$ cat src/rtl/core/bdil_pkg.sv
package bdil_pkg;

  localparam int MAX_WIDTH  = 1024;
  localparam int COL_W      = $clog2(MAX_WIDTH);
  localparam int EW_W       = $clog2(MAX_WIDTH + 1);
  localparam int IMG_W_W    = 11;
  localparam int IMG_H_W    = 16;
  localparam int ROW_W      = IMG_H_W + 1;
  localparam int PIX_W      = 8;
  localparam int CFG_IDX_W  = 2;
  localparam int CFG_DATA_W = 16;
  localparam int CMP_W      = (EW_W > IMG_W_W) ? EW_W : IMG_W_W;

  localparam logic [IMG_W_W-1:0] RST_IMAGE_WIDTH  = IMG_W_W'(1024);
  localparam logic [IMG_H_W-1:0] RST_IMAGE_HEIGHT = IMG_H_W'(1);
  localparam logic [PIX_W-1:0]   RST_FG_VALUE     = PIX_W'(255);
  localparam logic [PIX_W-1:0]   PIX_MAX          = PIX_W'(255);

  typedef enum logic {
    FUNC_PIXEL = 1'b0,
    FUNC_FLUSH = 1'b1
  } func_e;

  typedef enum logic [CFG_IDX_W-1:0] {
    CFG_IMAGE_WIDTH  = 2'd0,
    CFG_IMAGE_HEIGHT = 2'd1,
    CFG_FG_VALUE     = 2'd2
  } cfg_idx_e;

  typedef struct packed {
    logic [PIX_W-1:0] pixel_out;
    logic             frame_last;
  } result_t;

  typedef struct packed {
    logic b;
    logic a;
  } line_flags_t;

endpackage

$ cat src/rtl/core/bdil_if.sv
interface bdil_in_if;
  logic                          valid;
  logic                          ready;
  bdil_pkg::func_e               func;
  logic [bdil_pkg::PIX_W-1:0]    pixel_in;

  modport source (output valid, func, pixel_in, input ready);
  modport sink   (input valid, func, pixel_in, output ready);
endinterface

interface bdil_out_if;
  logic                          valid;
  logic                          ready;
  logic [bdil_pkg::PIX_W-1:0]    pixel_out;
  logic                          frame_last;

  modport source (output valid, pixel_out, frame_last, input ready);
  modport sink   (input valid, pixel_out, frame_last, output ready);
endinterface

interface bdil_cfg_if;
  logic                            valid;
  logic                            ready;
  logic [bdil_pkg::CFG_IDX_W-1:0]  index;
  logic [bdil_pkg::CFG_DATA_W-1:0] data;

  modport source (output valid, index, data, input ready);
  modport sink   (input valid, index, data, output ready);
endinterface

$ cat src/rtl/core/binary_dilation_3x3.sv
// 3x3 binary dilation of a raster-order grey stream. A pixel matches when it
// equals fg_value; an output pixel is fg_value when any match lies in its
// border-clipped 3x3 neighborhood, else the background (255 for fg_value 0,
// otherwise 0). Outputs lag the input by one row plus one pixel; after the
// last pixel send image_width + 1 further transactions (flush or pixel) to
// drain the frame, frame_last marking its final output. Flush transactions
// sent while pixels are still expected are taken and dropped. One input
// transaction is taken every cycle while the sink keeps up: the 2-bit-wide
// line store of depth MAX_WIDTH is read one column ahead with write
// forwarding, and a two-entry result buffer holds the input only while both
// entries are full. A configuration write restarts the frame and must be
// issued only while the block is idle.
module binary_dilation_3x3 (
  input  logic      clk_i,
  input  logic      rst_ni,
  bdil_in_if.sink   in_i,
  bdil_cfg_if.sink  cfg_i,
  bdil_out_if.source out_o
);
  import bdil_pkg::*;

  logic    push;
  logic    space;
  result_t result;

  bdil_core u_core (
    .clk_i    (clk_i),
    .rst_ni   (rst_ni),
    .in_i     (in_i),
    .cfg_i    (cfg_i),
    .space_i  (space),
    .push_o   (push),
    .result_o (result)
  );

  bdil_out_buf u_out_buf (
    .clk_i    (clk_i),
    .rst_ni   (rst_ni),
    .push_i   (push),
    .result_i (result),
    .space_o  (space),
    .out_o    (out_o)
  );

endmodule

$ cat src/rtl/core/bdil_line_store.sv
module bdil_line_store (
  input  logic                          clk_i,
  input  logic                          we_i,
  input  logic [bdil_pkg::COL_W-1:0]    waddr_i,
  input  bdil_pkg::line_flags_t         wdata_i,
  input  logic [bdil_pkg::COL_W-1:0]    raddr_i,
  output bdil_pkg::line_flags_t         rdata_o
);
  import bdil_pkg::*;

  line_flags_t mem_q [MAX_WIDTH];
  line_flags_t rdata_q;

  always_ff @(posedge clk_i) begin
    if (we_i) begin
      mem_q[waddr_i] <= wdata_i;
    end
  end

  // forward a same-cycle write to the prefetched column
  always_ff @(posedge clk_i) begin
    if (we_i && (waddr_i == raddr_i)) begin
      rdata_q <= wdata_i;
    end else begin
      rdata_q <= mem_q[raddr_i];
    end
  end

  assign rdata_o = rdata_q;

endmodule

$ cat src/rtl/core/bdil_core.sv
module bdil_core (
  input  logic               clk_i,
  input  logic               rst_ni,
  bdil_in_if.sink            in_i,
  bdil_cfg_if.sink           cfg_i,
  input  logic               space_i,
  output logic               push_o,
  output bdil_pkg::result_t  result_o
);
  import bdil_pkg::*;

  logic [IMG_W_W-1:0] image_width_q;
  logic [IMG_H_W-1:0] image_height_q;
  logic [PIX_W-1:0]   fg_value_q;

  logic [8:0]         win_q, win_d;
  logic [COL_W-1:0]   col_q, col_d;
  logic [ROW_W-1:0]   row_q, row_d;
  logic [COL_W-1:0]   out_col_q, out_col_d;
  logic [IMG_H_W-1:0] out_row_q, out_row_d;

  logic               cfg_we, cfg_restart;
  logic               acc, pixel_phase, drop, step, emit, hit, f, up1, up2, last_tick, last;
  logic [CMP_W-1:0]   iw_ext;
  logic [EW_W-1:0]    eff_w, col_inc, out_col_inc;
  logic [IMG_H_W-1:0] eff_h;
  logic [ROW_W-1:0]   h_ext;
  logic [2:0]         triple;
  logic [PIX_W-1:0]   bg;
  line_flags_t        rd_flags, wr_flags;

  assign cfg_i.ready = 1'b1;
  assign cfg_we      = cfg_i.valid;
  assign cfg_restart = cfg_we &&
                       (cfg_i.index inside {CFG_IMAGE_WIDTH, CFG_IMAGE_HEIGHT, CFG_FG_VALUE});
  assign in_i.ready  = space_i;
  assign acc         = in_i.valid && space_i;

  always_comb begin
    iw_ext = CMP_W'(image_width_q);
    if (iw_ext == '0) begin
      eff_w = EW_W'(1);
    end else if (iw_ext > CMP_W'(MAX_WIDTH)) begin
      eff_w = EW_W'(MAX_WIDTH);
    end else begin
      eff_w = EW_W'(iw_ext);
    end
    eff_h = (image_height_q == '0) ? IMG_H_W'(1) : image_height_q;
    h_ext = ROW_W'(eff_h);
  end

  assign pixel_phase = row_q < h_ext;
  assign drop        = pixel_phase && (in_i.func == FUNC_FLUSH);
  assign step        = acc && !drop;
  assign f           = pixel_phase && (in_i.pixel_in == fg_value_q);
  assign up1         = (row_q >= ROW_W'(1)) && rd_flags.a;
  assign up2         = (row_q >= ROW_W'(2)) && rd_flags.b;
  assign triple      = {f, up1, up2};
  assign wr_flags    = '{b: rd_flags.a, a: f};
  assign last_tick   = (col_q == '0) && (row_q >= h_ext + ROW_W'(1));
  assign col_inc     = EW_W'(col_q) + EW_W'(1);
  assign out_col_inc = EW_W'(out_col_q) + EW_W'(1);
  assign last        = (out_row_q == eff_h - IMG_H_W'(1))
                    && (EW_W'(out_col_q) == eff_w - EW_W'(1));
  assign bg          = (fg_value_q == '0) ? PIX_MAX : '0;

  always_comb begin
    if (col_q == '0) begin
      win_d = {triple, 6'b0};
      emit  = row_q >= ROW_W'(2);
      hit   = win_q[8:3] != '0;
    end else begin
      win_d = {triple, win_q[8:3]};
      emit  = row_q >= ROW_W'(1);
      hit   = win_d != '0;
    end
  end

  always_comb begin
    col_d     = col_q;
    row_d     = row_q;
    out_col_d = out_col_q;
    out_row_d = out_row_q;
    if (cfg_restart) begin
      col_d     = '0;
      row_d     = '0;
      out_col_d = '0;
      out_row_d = '0;
    end else if (step) begin
      if (last_tick) begin
        col_d = '0;
        row_d = '0;
      end else if (col_inc >= eff_w) begin
        col_d = '0;
        row_d = row_q + ROW_W'(1);
      end else begin
        col_d = COL_W'(col_inc);
      end
      if (emit) begin
        if (last) begin
          out_col_d = '0;
          out_row_d = '0;
        end else if (out_col_inc >= eff_w) begin
          out_col_d = '0;
          out_row_d = out_row_q + IMG_H_W'(1);
        end else begin
          out_col_d = COL_W'(out_col_inc);
        end
      end
    end
  end

  bdil_line_store u_line_store (
    .clk_i   (clk_i),
    .we_i    (step),
    .waddr_i (col_q),
    .wdata_i (wr_flags),
    .raddr_i (col_d),
    .rdata_o (rd_flags)
  );

  always_ff @(posedge clk_i or negedge rst_ni) begin
    if (!rst_ni) begin
      image_width_q  <= RST_IMAGE_WIDTH;
      image_height_q <= RST_IMAGE_HEIGHT;
      fg_value_q     <= RST_FG_VALUE;
      win_q          <= '0;
      col_q          <= '0;
      row_q          <= '0;
      out_col_q      <= '0;
      out_row_q      <= '0;
    end else begin
      if (cfg_we) begin
        case (cfg_i.index)
          CFG_IMAGE_WIDTH:  image_width_q  <= cfg_i.data[IMG_W_W-1:0];
          CFG_IMAGE_HEIGHT: image_height_q <= cfg_i.data[IMG_H_W-1:0];
          CFG_FG_VALUE:     fg_value_q     <= cfg_i.data[PIX_W-1:0];
          default: ;
        endcase
      end
      if (cfg_restart) begin
        win_q <= '0;
      end else if (step) begin
        win_q <= last_tick ? '0 : win_d;
      end
      col_q     <= col_d;
      row_q     <= row_d;
      out_col_q <= out_col_d;
      out_row_q <= out_row_d;
    end
  end

  assign push_o             = step && emit && !cfg_restart;
  assign result_o.pixel_out = hit ? fg_value_q : bg;
  assign result_o.frame_last = last;

  a_col_in_range : assert property (@(posedge clk_i) disable iff (!rst_ni)
    EW_W'(col_q) < eff_w)
    else $error("input column beyond row width");

  a_last_wraps : assert property (@(posedge clk_i) disable iff (!rst_ni)
    push_o && last |=> (out_col_q == '0) && (out_row_q == '0))
    else $error("output position not cleared after frame end");

  a_drop_holds : assert property (@(posedge clk_i) disable iff (!rst_ni)
    acc && drop && !cfg_restart |=> $stable(col_q) && $stable(row_q) && $stable(win_q))
    else $error("ignored flush changed stream state");

endmodule

$ cat src/rtl/core/bdil_out_buf.sv
module bdil_out_buf (
  input  logic               clk_i,
  input  logic               rst_ni,
  input  logic               push_i,
  input  bdil_pkg::result_t  result_i,
  output logic               space_o,
  bdil_out_if.source         out_o
);
  import bdil_pkg::*;

  localparam logic [1:0] CNT_FULL = 2'd2;

  result_t    slots_q [2];
  logic       wr_ptr_q, rd_ptr_q;
  logic [1:0] cnt_q;
  logic       pop;

  assign pop            = out_o.valid && out_o.ready;
  assign space_o        = cnt_q != CNT_FULL;
  assign out_o.valid    = cnt_q != '0;
  assign out_o.pixel_out  = slots_q[rd_ptr_q].pixel_out;
  assign out_o.frame_last = slots_q[rd_ptr_q].frame_last;

  always_ff @(posedge clk_i) begin
    if (push_i) begin
      slots_q[wr_ptr_q] <= result_i;
    end
  end

  always_ff @(posedge clk_i or negedge rst_ni) begin
    if (!rst_ni) begin
      wr_ptr_q <= 1'b0;
      rd_ptr_q <= 1'b0;
      cnt_q    <= '0;
    end else begin
      if (push_i) begin
        wr_ptr_q <= !wr_ptr_q;
      end
      if (pop) begin
        rd_ptr_q <= !rd_ptr_q;
      end
      cnt_q <= cnt_q + {1'b0, push_i} - {1'b0, pop};
    end
  end

  a_no_overflow : assert property (@(posedge clk_i) disable iff (!rst_ni)
    push_i |-> space_o)
    else $error("result pushed into full buffer");

  a_cnt_bound : assert property (@(posedge clk_i) disable iff (!rst_ni)
    cnt_q <= CNT_FULL)
    else $error("buffer count out of range");

endmodule
$ cat src/flat_wrapper.sv
// flat-port wrapper written by rule: the top's interface ports become plain ports
module binary_dilation_3x3_flat import bdil_pkg::*;
  (clk_i, rst_ni, in_i_valid, in_i_func, in_i_pixel_in, in_i_ready, cfg_i_valid, cfg_i_index, cfg_i_data, cfg_i_ready, out_o_valid, out_o_pixel_out, out_o_frame_last, out_o_ready);
  bdil_in_if in_i_i ();
  bdil_cfg_if cfg_i_i ();
  bdil_out_if out_o_i ();
  input  logic clk_i;
  input  logic rst_ni;
  input wire logic [$bits(in_i_i.valid)-1:0] in_i_valid;
  input wire logic [$bits(in_i_i.func)-1:0] in_i_func;
  input wire logic [$bits(in_i_i.pixel_in)-1:0] in_i_pixel_in;
  output wire logic [$bits(in_i_i.ready)-1:0] in_i_ready;
  input wire logic [$bits(cfg_i_i.valid)-1:0] cfg_i_valid;
  input wire logic [$bits(cfg_i_i.index)-1:0] cfg_i_index;
  input wire logic [$bits(cfg_i_i.data)-1:0] cfg_i_data;
  output wire logic [$bits(cfg_i_i.ready)-1:0] cfg_i_ready;
  output wire logic [$bits(out_o_i.valid)-1:0] out_o_valid;
  output wire logic [$bits(out_o_i.pixel_out)-1:0] out_o_pixel_out;
  output wire logic [$bits(out_o_i.frame_last)-1:0] out_o_frame_last;
  input wire logic [$bits(out_o_i.ready)-1:0] out_o_ready;
  assign in_i_i.valid = in_i_valid;
  assign in_i_i.func = in_i_func;
  assign in_i_i.pixel_in = in_i_pixel_in;
  assign in_i_ready = in_i_i.ready;
  assign cfg_i_i.valid = cfg_i_valid;
  assign cfg_i_i.index = cfg_i_index;
  assign cfg_i_i.data = cfg_i_data;
  assign cfg_i_ready = cfg_i_i.ready;
  assign out_o_valid = out_o_i.valid;
  assign out_o_pixel_out = out_o_i.pixel_out;
  assign out_o_frame_last = out_o_i.frame_last;
  assign out_o_i.ready = out_o_ready;
  binary_dilation_3x3 u_core (.clk_i(clk_i), .rst_ni(rst_ni), .in_i(in_i_i), .cfg_i(cfg_i_i), .out_o(out_o_i));
endmodule
$ cat config.mk
export PLATFORM = sky130hd
export DESIGN_NAME = binary_dilation_3x3_flat
export DESIGN_NICKNAME = d
export VERILOG_FILES = /design/src/rtl/core/bdil_pkg.sv /design/src/rtl/core/bdil_if.sv /design/src/rtl/core/binary_dilation_3x3.sv /design/src/rtl/core/bdil_line_store.sv /design/src/rtl/core/bdil_core.sv /design/src/rtl/core/bdil_out_buf.sv /design/src/flat_wrapper.sv
export SDC_FILE = /design/constraint.sdc
export NUM_CORES = 2
export LEC_CHECK = 0
export CAP_MARGIN = 0
export CORE_ASPECT_RATIO = 0.6
export CORE_UTILIZATION = 30
export CTS_CLUSTER_SIZE = 16
export DETAILED_ROUTE_END_ITERATION = 6
export DONT_BUFFER_PORTS = 1
export PLACE_DENSITY = 0.44
export REMOVE_ABC_BUFFERS = 1
export SYNTH_ARGS = -nofsm -noshare
export SYNTH_HDL_FRONTEND = slang
export SYNTH_SLANG_ARGS = --single-unit
$ cat constraint.sdc
create_clock -name clk_i -period 28.6 [get_ports clk_i]
set_input_delay 5.72 -clock clk_i [delete_from_list [all_inputs] [get_ports clk_i]]
set_output_delay 5.72 -clock clk_i [all_outputs]
set_load 0.005 [all_outputs]
==> summary.md <==
| Metric | Value |
|---|---|
| Die area | 310000 µm² |
| Setup TNS | 0 ns |
| Max-slew headroom at the worst pin | 10.5% |
| Mapped cell area | 92400 µm² |
| Final hold violations | 0 |
| Initial core utilization | 30.2% |
| Critical path type | in2reg |
| Ys async rst share | 4.51% |
| Hold WC Path Type | reg2reg |
| Worst Min Path Start | u_core.u_out_buf.cnt_q[1] |
| Clk Latency, worst-skew pair | 0.90 ns |
| Status | completed |
| Clock Pin Slew Worst Setup and Hold Paths | 0.07 ns |
| Max-cap violations | 0 |
| Per-cell routed wire length | 33.1 µm |
| Flops & latches, synth | 2174 |
| Total gr overflow | 0 |
| CP max FO | 115 |
| Final worst slack | 19.18 ns |
| Worst reg-to-reg path cell count | 14 |
| Hold path cells | 1 |
| Initial antenna violation count | 52 |
| I/O pin count | 44 |
| Detailed Route Iter0 Violations | 7584 |
| Cells after Synth | 5696 |
| Nets@finish | 5761 |
| Cell accounting for the most synthesized area | edfxtp_1 |
| Max clock buf depth | 4 |
| Crit path time final | 9.42 ns |
| First-pass GRT wire length | 446000 µm |
| Fillers | 29300 |
| RSZ-0062 raised after global routing | false |
| Unique masters post-synth | 92 |
| Detail Route Antenna Nets | 0 |
| Min Hold Slack | 0.495 ns |
| PD cells | 75.4 nW/µm² |
| Critical Path AT | 9.94 ns |
| Vias per inst | 5.48 |
| Final setup viols | 0 |
| Worst vdd ir | 0.0812 mV |
| Gpl congestion | 0.850 |
| Sinks on Clock Net | 2174 |
| Synth Warn # | 0 |
| Placed Cells | 9504 |
| TritonCTS buffer count | 208 |
| Syn-to-layout area delta | 11.8% |
| Leading register cell type out of synthesis | edfxtp_1 |
| Synthesized area per cell | 16.2 µm² |
| DP Worst Slack | 18.30 ns |
| Number of synthesized flops with an enable pin | 2066 |
| Area taken by multi-input logic gates | 25800 µm² |
| CP required | 29.11 ns |
| Clock Skew | 0.0630 ns |
| Die Span Y | 432 µm |
| Worst Hold End | u_core.u_out_buf.cnt_q[1] |
| Worst setup EP type | flip-flop |
| Root Buffer Master | clkbuf_16 |
| Resized cells post-CTS | 0 |
| Period Utilization, post-route | 32.9% |
| Post-route insts no fill | 9874 |
| Synth top area cells | edfxtp_1 67%, mux4_2 11%, nor2_1 4.5% |
| 1st-pass router iterations | 5 |
| Port Buf Inserts | 0 |
| DP Wirelength | 204000 µm |
| Power Total | 0.00779 W |
| Core footprint | 306000 µm² |
| Post-CTS Setup Inserts | 0 |
| CTS tree | built |
| CP Launch Type | primary input |
| Die W | 719 µm |
| Synth top area share | 67.1% |
| Total GRT Usage | 20.6% |
| # rows | 157 |
| Largest net degree at the start of global routing | 212 |
| Ratio of cells with drive above 1 in the final layout | 18.8% |
| DRC errors left | 0 |
| Slew at the pin with the worst max-slew slack | 1.33 ns |
| Vias in the first global route | 52100 |
| CTS Hold Bufs | 0 |
| H-tree Lvls | 4 |
| Leakage power | 28.5 nW |
| Fmax | 106 MHz |
| Reg area | 64700 µm² |
| Vias | 54100 |
| Flop-to-flop setup slack | 19.62 ns |
| FF-to-FF End | u_core.u_core.u_line_store.mem_q[696][1] |
| Total Routed Length | 326000 µm |
| Seq/Total Area, Yosys | 70.0% |
| Slew Limit Fails | 0 |
[stage by stage]
step	utilization [%]	area [µm²]
2_1_floorplan	-	90400
3_3_place_gp	31.8	97100
3_5_place_dp	31.8	97200
4_1_cts	33.8	103000
5_1_grt	33.8	103000
6_report	33.8	103000
[area by class of cell]
cell class,count,area share [%]
Timing Repair Buffer,176,1.34
Clock inverter,97,0.631
Inverter,51,0.186
Clock buffer,265,5.33
Antenna cell,7,0.0169
Multi-Input combinational cell,3050,25.0
Sequential cell,2174,62.6
Tap cell,4054,4.91
[worst max-delay path by stage]
stage	endpoint	cells past startpoint	from	slack [ns]
final	u_core.u_core.u_line_store.mem_q[567][0]	7	in_i_pixel_in[4]	19.18
after global routing	u_core.u_core.u_line_store.mem_q[240][0]	7	in_i_pixel_in[4]	18.89
after CTS	u_core.u_core.u_line_store.mem_q[236][0]	7	in_i_pixel_in[4]	19.26
after detailed placement	u_core.u_core.u_line_store.mem_q[751][0]	7	in_i_pixel_in[4]	18.30
after global placement	u_core.u_core.u_line_store.mem_q[750][0]	7	in_i_pixel_in[7]	18.29
after floorplan	u_core.u_core.u_line_store.mem_q[0][1]	8	flip-flop	-11.33
[metal layers]
layer | wire length [µm] | global-route usage, %
met1 | 153000 | 31.8
met4 | 6530 | 4.06
met2 | 124000 | 26.2
met5 | 189 | 0
met3 | 43500 | 9.12
[worst max-delay path, stage by stage]
cell and delay [ns]:
xnor2_1 0.16, nand4_1 0.11, nor2_1 0.13, and3_4 0.77, buf_4 0.87, buf_4 0.91, buf_4 1.00
[where the power goes]
group | switching, W | internal, W | total, W
Clock | 0.00126 | 0.00141 | 0.00267
Sequential | 0.0000546 | 0.00372 | 0.00377
Combinational | 0.000915 | 0.000433 | 0.00135
[state kept, by name, indices dropped and copies added, names as in the netlist, named ones only]
signal and cells:
u_core.u_core.out_col_q 10, u_core.u_out_buf.rd_ptr_q 1, u_core.u_core.fg_value_q 8, u_core.u_out_buf.wr_ptr_q 1, u_core.u_core.out_row_q 16, u_core.u_core.win_q 6
u_core.u_core.image_width_q 11, u_core.u_core.image_height_q 16, u_core.u_core.u_line_store.mem_q 2048, u_core.u_core.row_q 17, u_core.u_out_buf.slots_q 18, u_core.u_out_buf.cnt_q 2
u_core.u_core.col_q 10
[Yosys cell counts (62+ instances only)]
cell type and instances:
edfxtp_1 2066, ha_1 68, nand3_1 123, mux2i_1 162, mux2_2 62, mux4_2 470, nand2_1 214, dfrtp_1 88
a22oi_1 82, clkbuf_1 267, nor2_1 1110, buf_2 80
[cells by family (layout without fill, tap and decap cells)]
| group | after synthesis | after routing | share of synthesized area, % |
|---|---|---|---|
| DFF | 2174 | 2174 | 70.0 |
| and+or+nand+nor | 1766 | 1766 | 8.32 |
| muxes | 707 | 707 | 14.3 |
| buffers and inverters | 472 | 589 | 2.36 |
| AOI/OAI and AO/OA | 445 | 445 | 3.44 |
| adders and majority gates | 68 | 68 | 0.921 |
| xor gates and xnor gates | 63 | 63 | 0.597 |
| other | 1 | 8 | 0.00406 |
[cells in the final DEF (no fill, tap or decap), drive strengths merged, types with 34 or more instances in the layout]
cell	netlist	routed
mux2	62	62
a22oi	82	82
mux4	483	483
clkinv	0	87
nand4	36	36
clkbuf	267	265
mux2i	162	162
nand2	214	214
nor2b	42	42
edfxtp	2066	2066
a211oi	34	34
nor3	49	49
o21ai	53	53
buf	154	176
dfrtp	88	88
nor2	1110	1110
inv	51	52
xnor2	46	46
nand3	123	123
o22ai	37	37
ha	68	68
a21oi	57	57
Power figures use the tool's default switching activity.
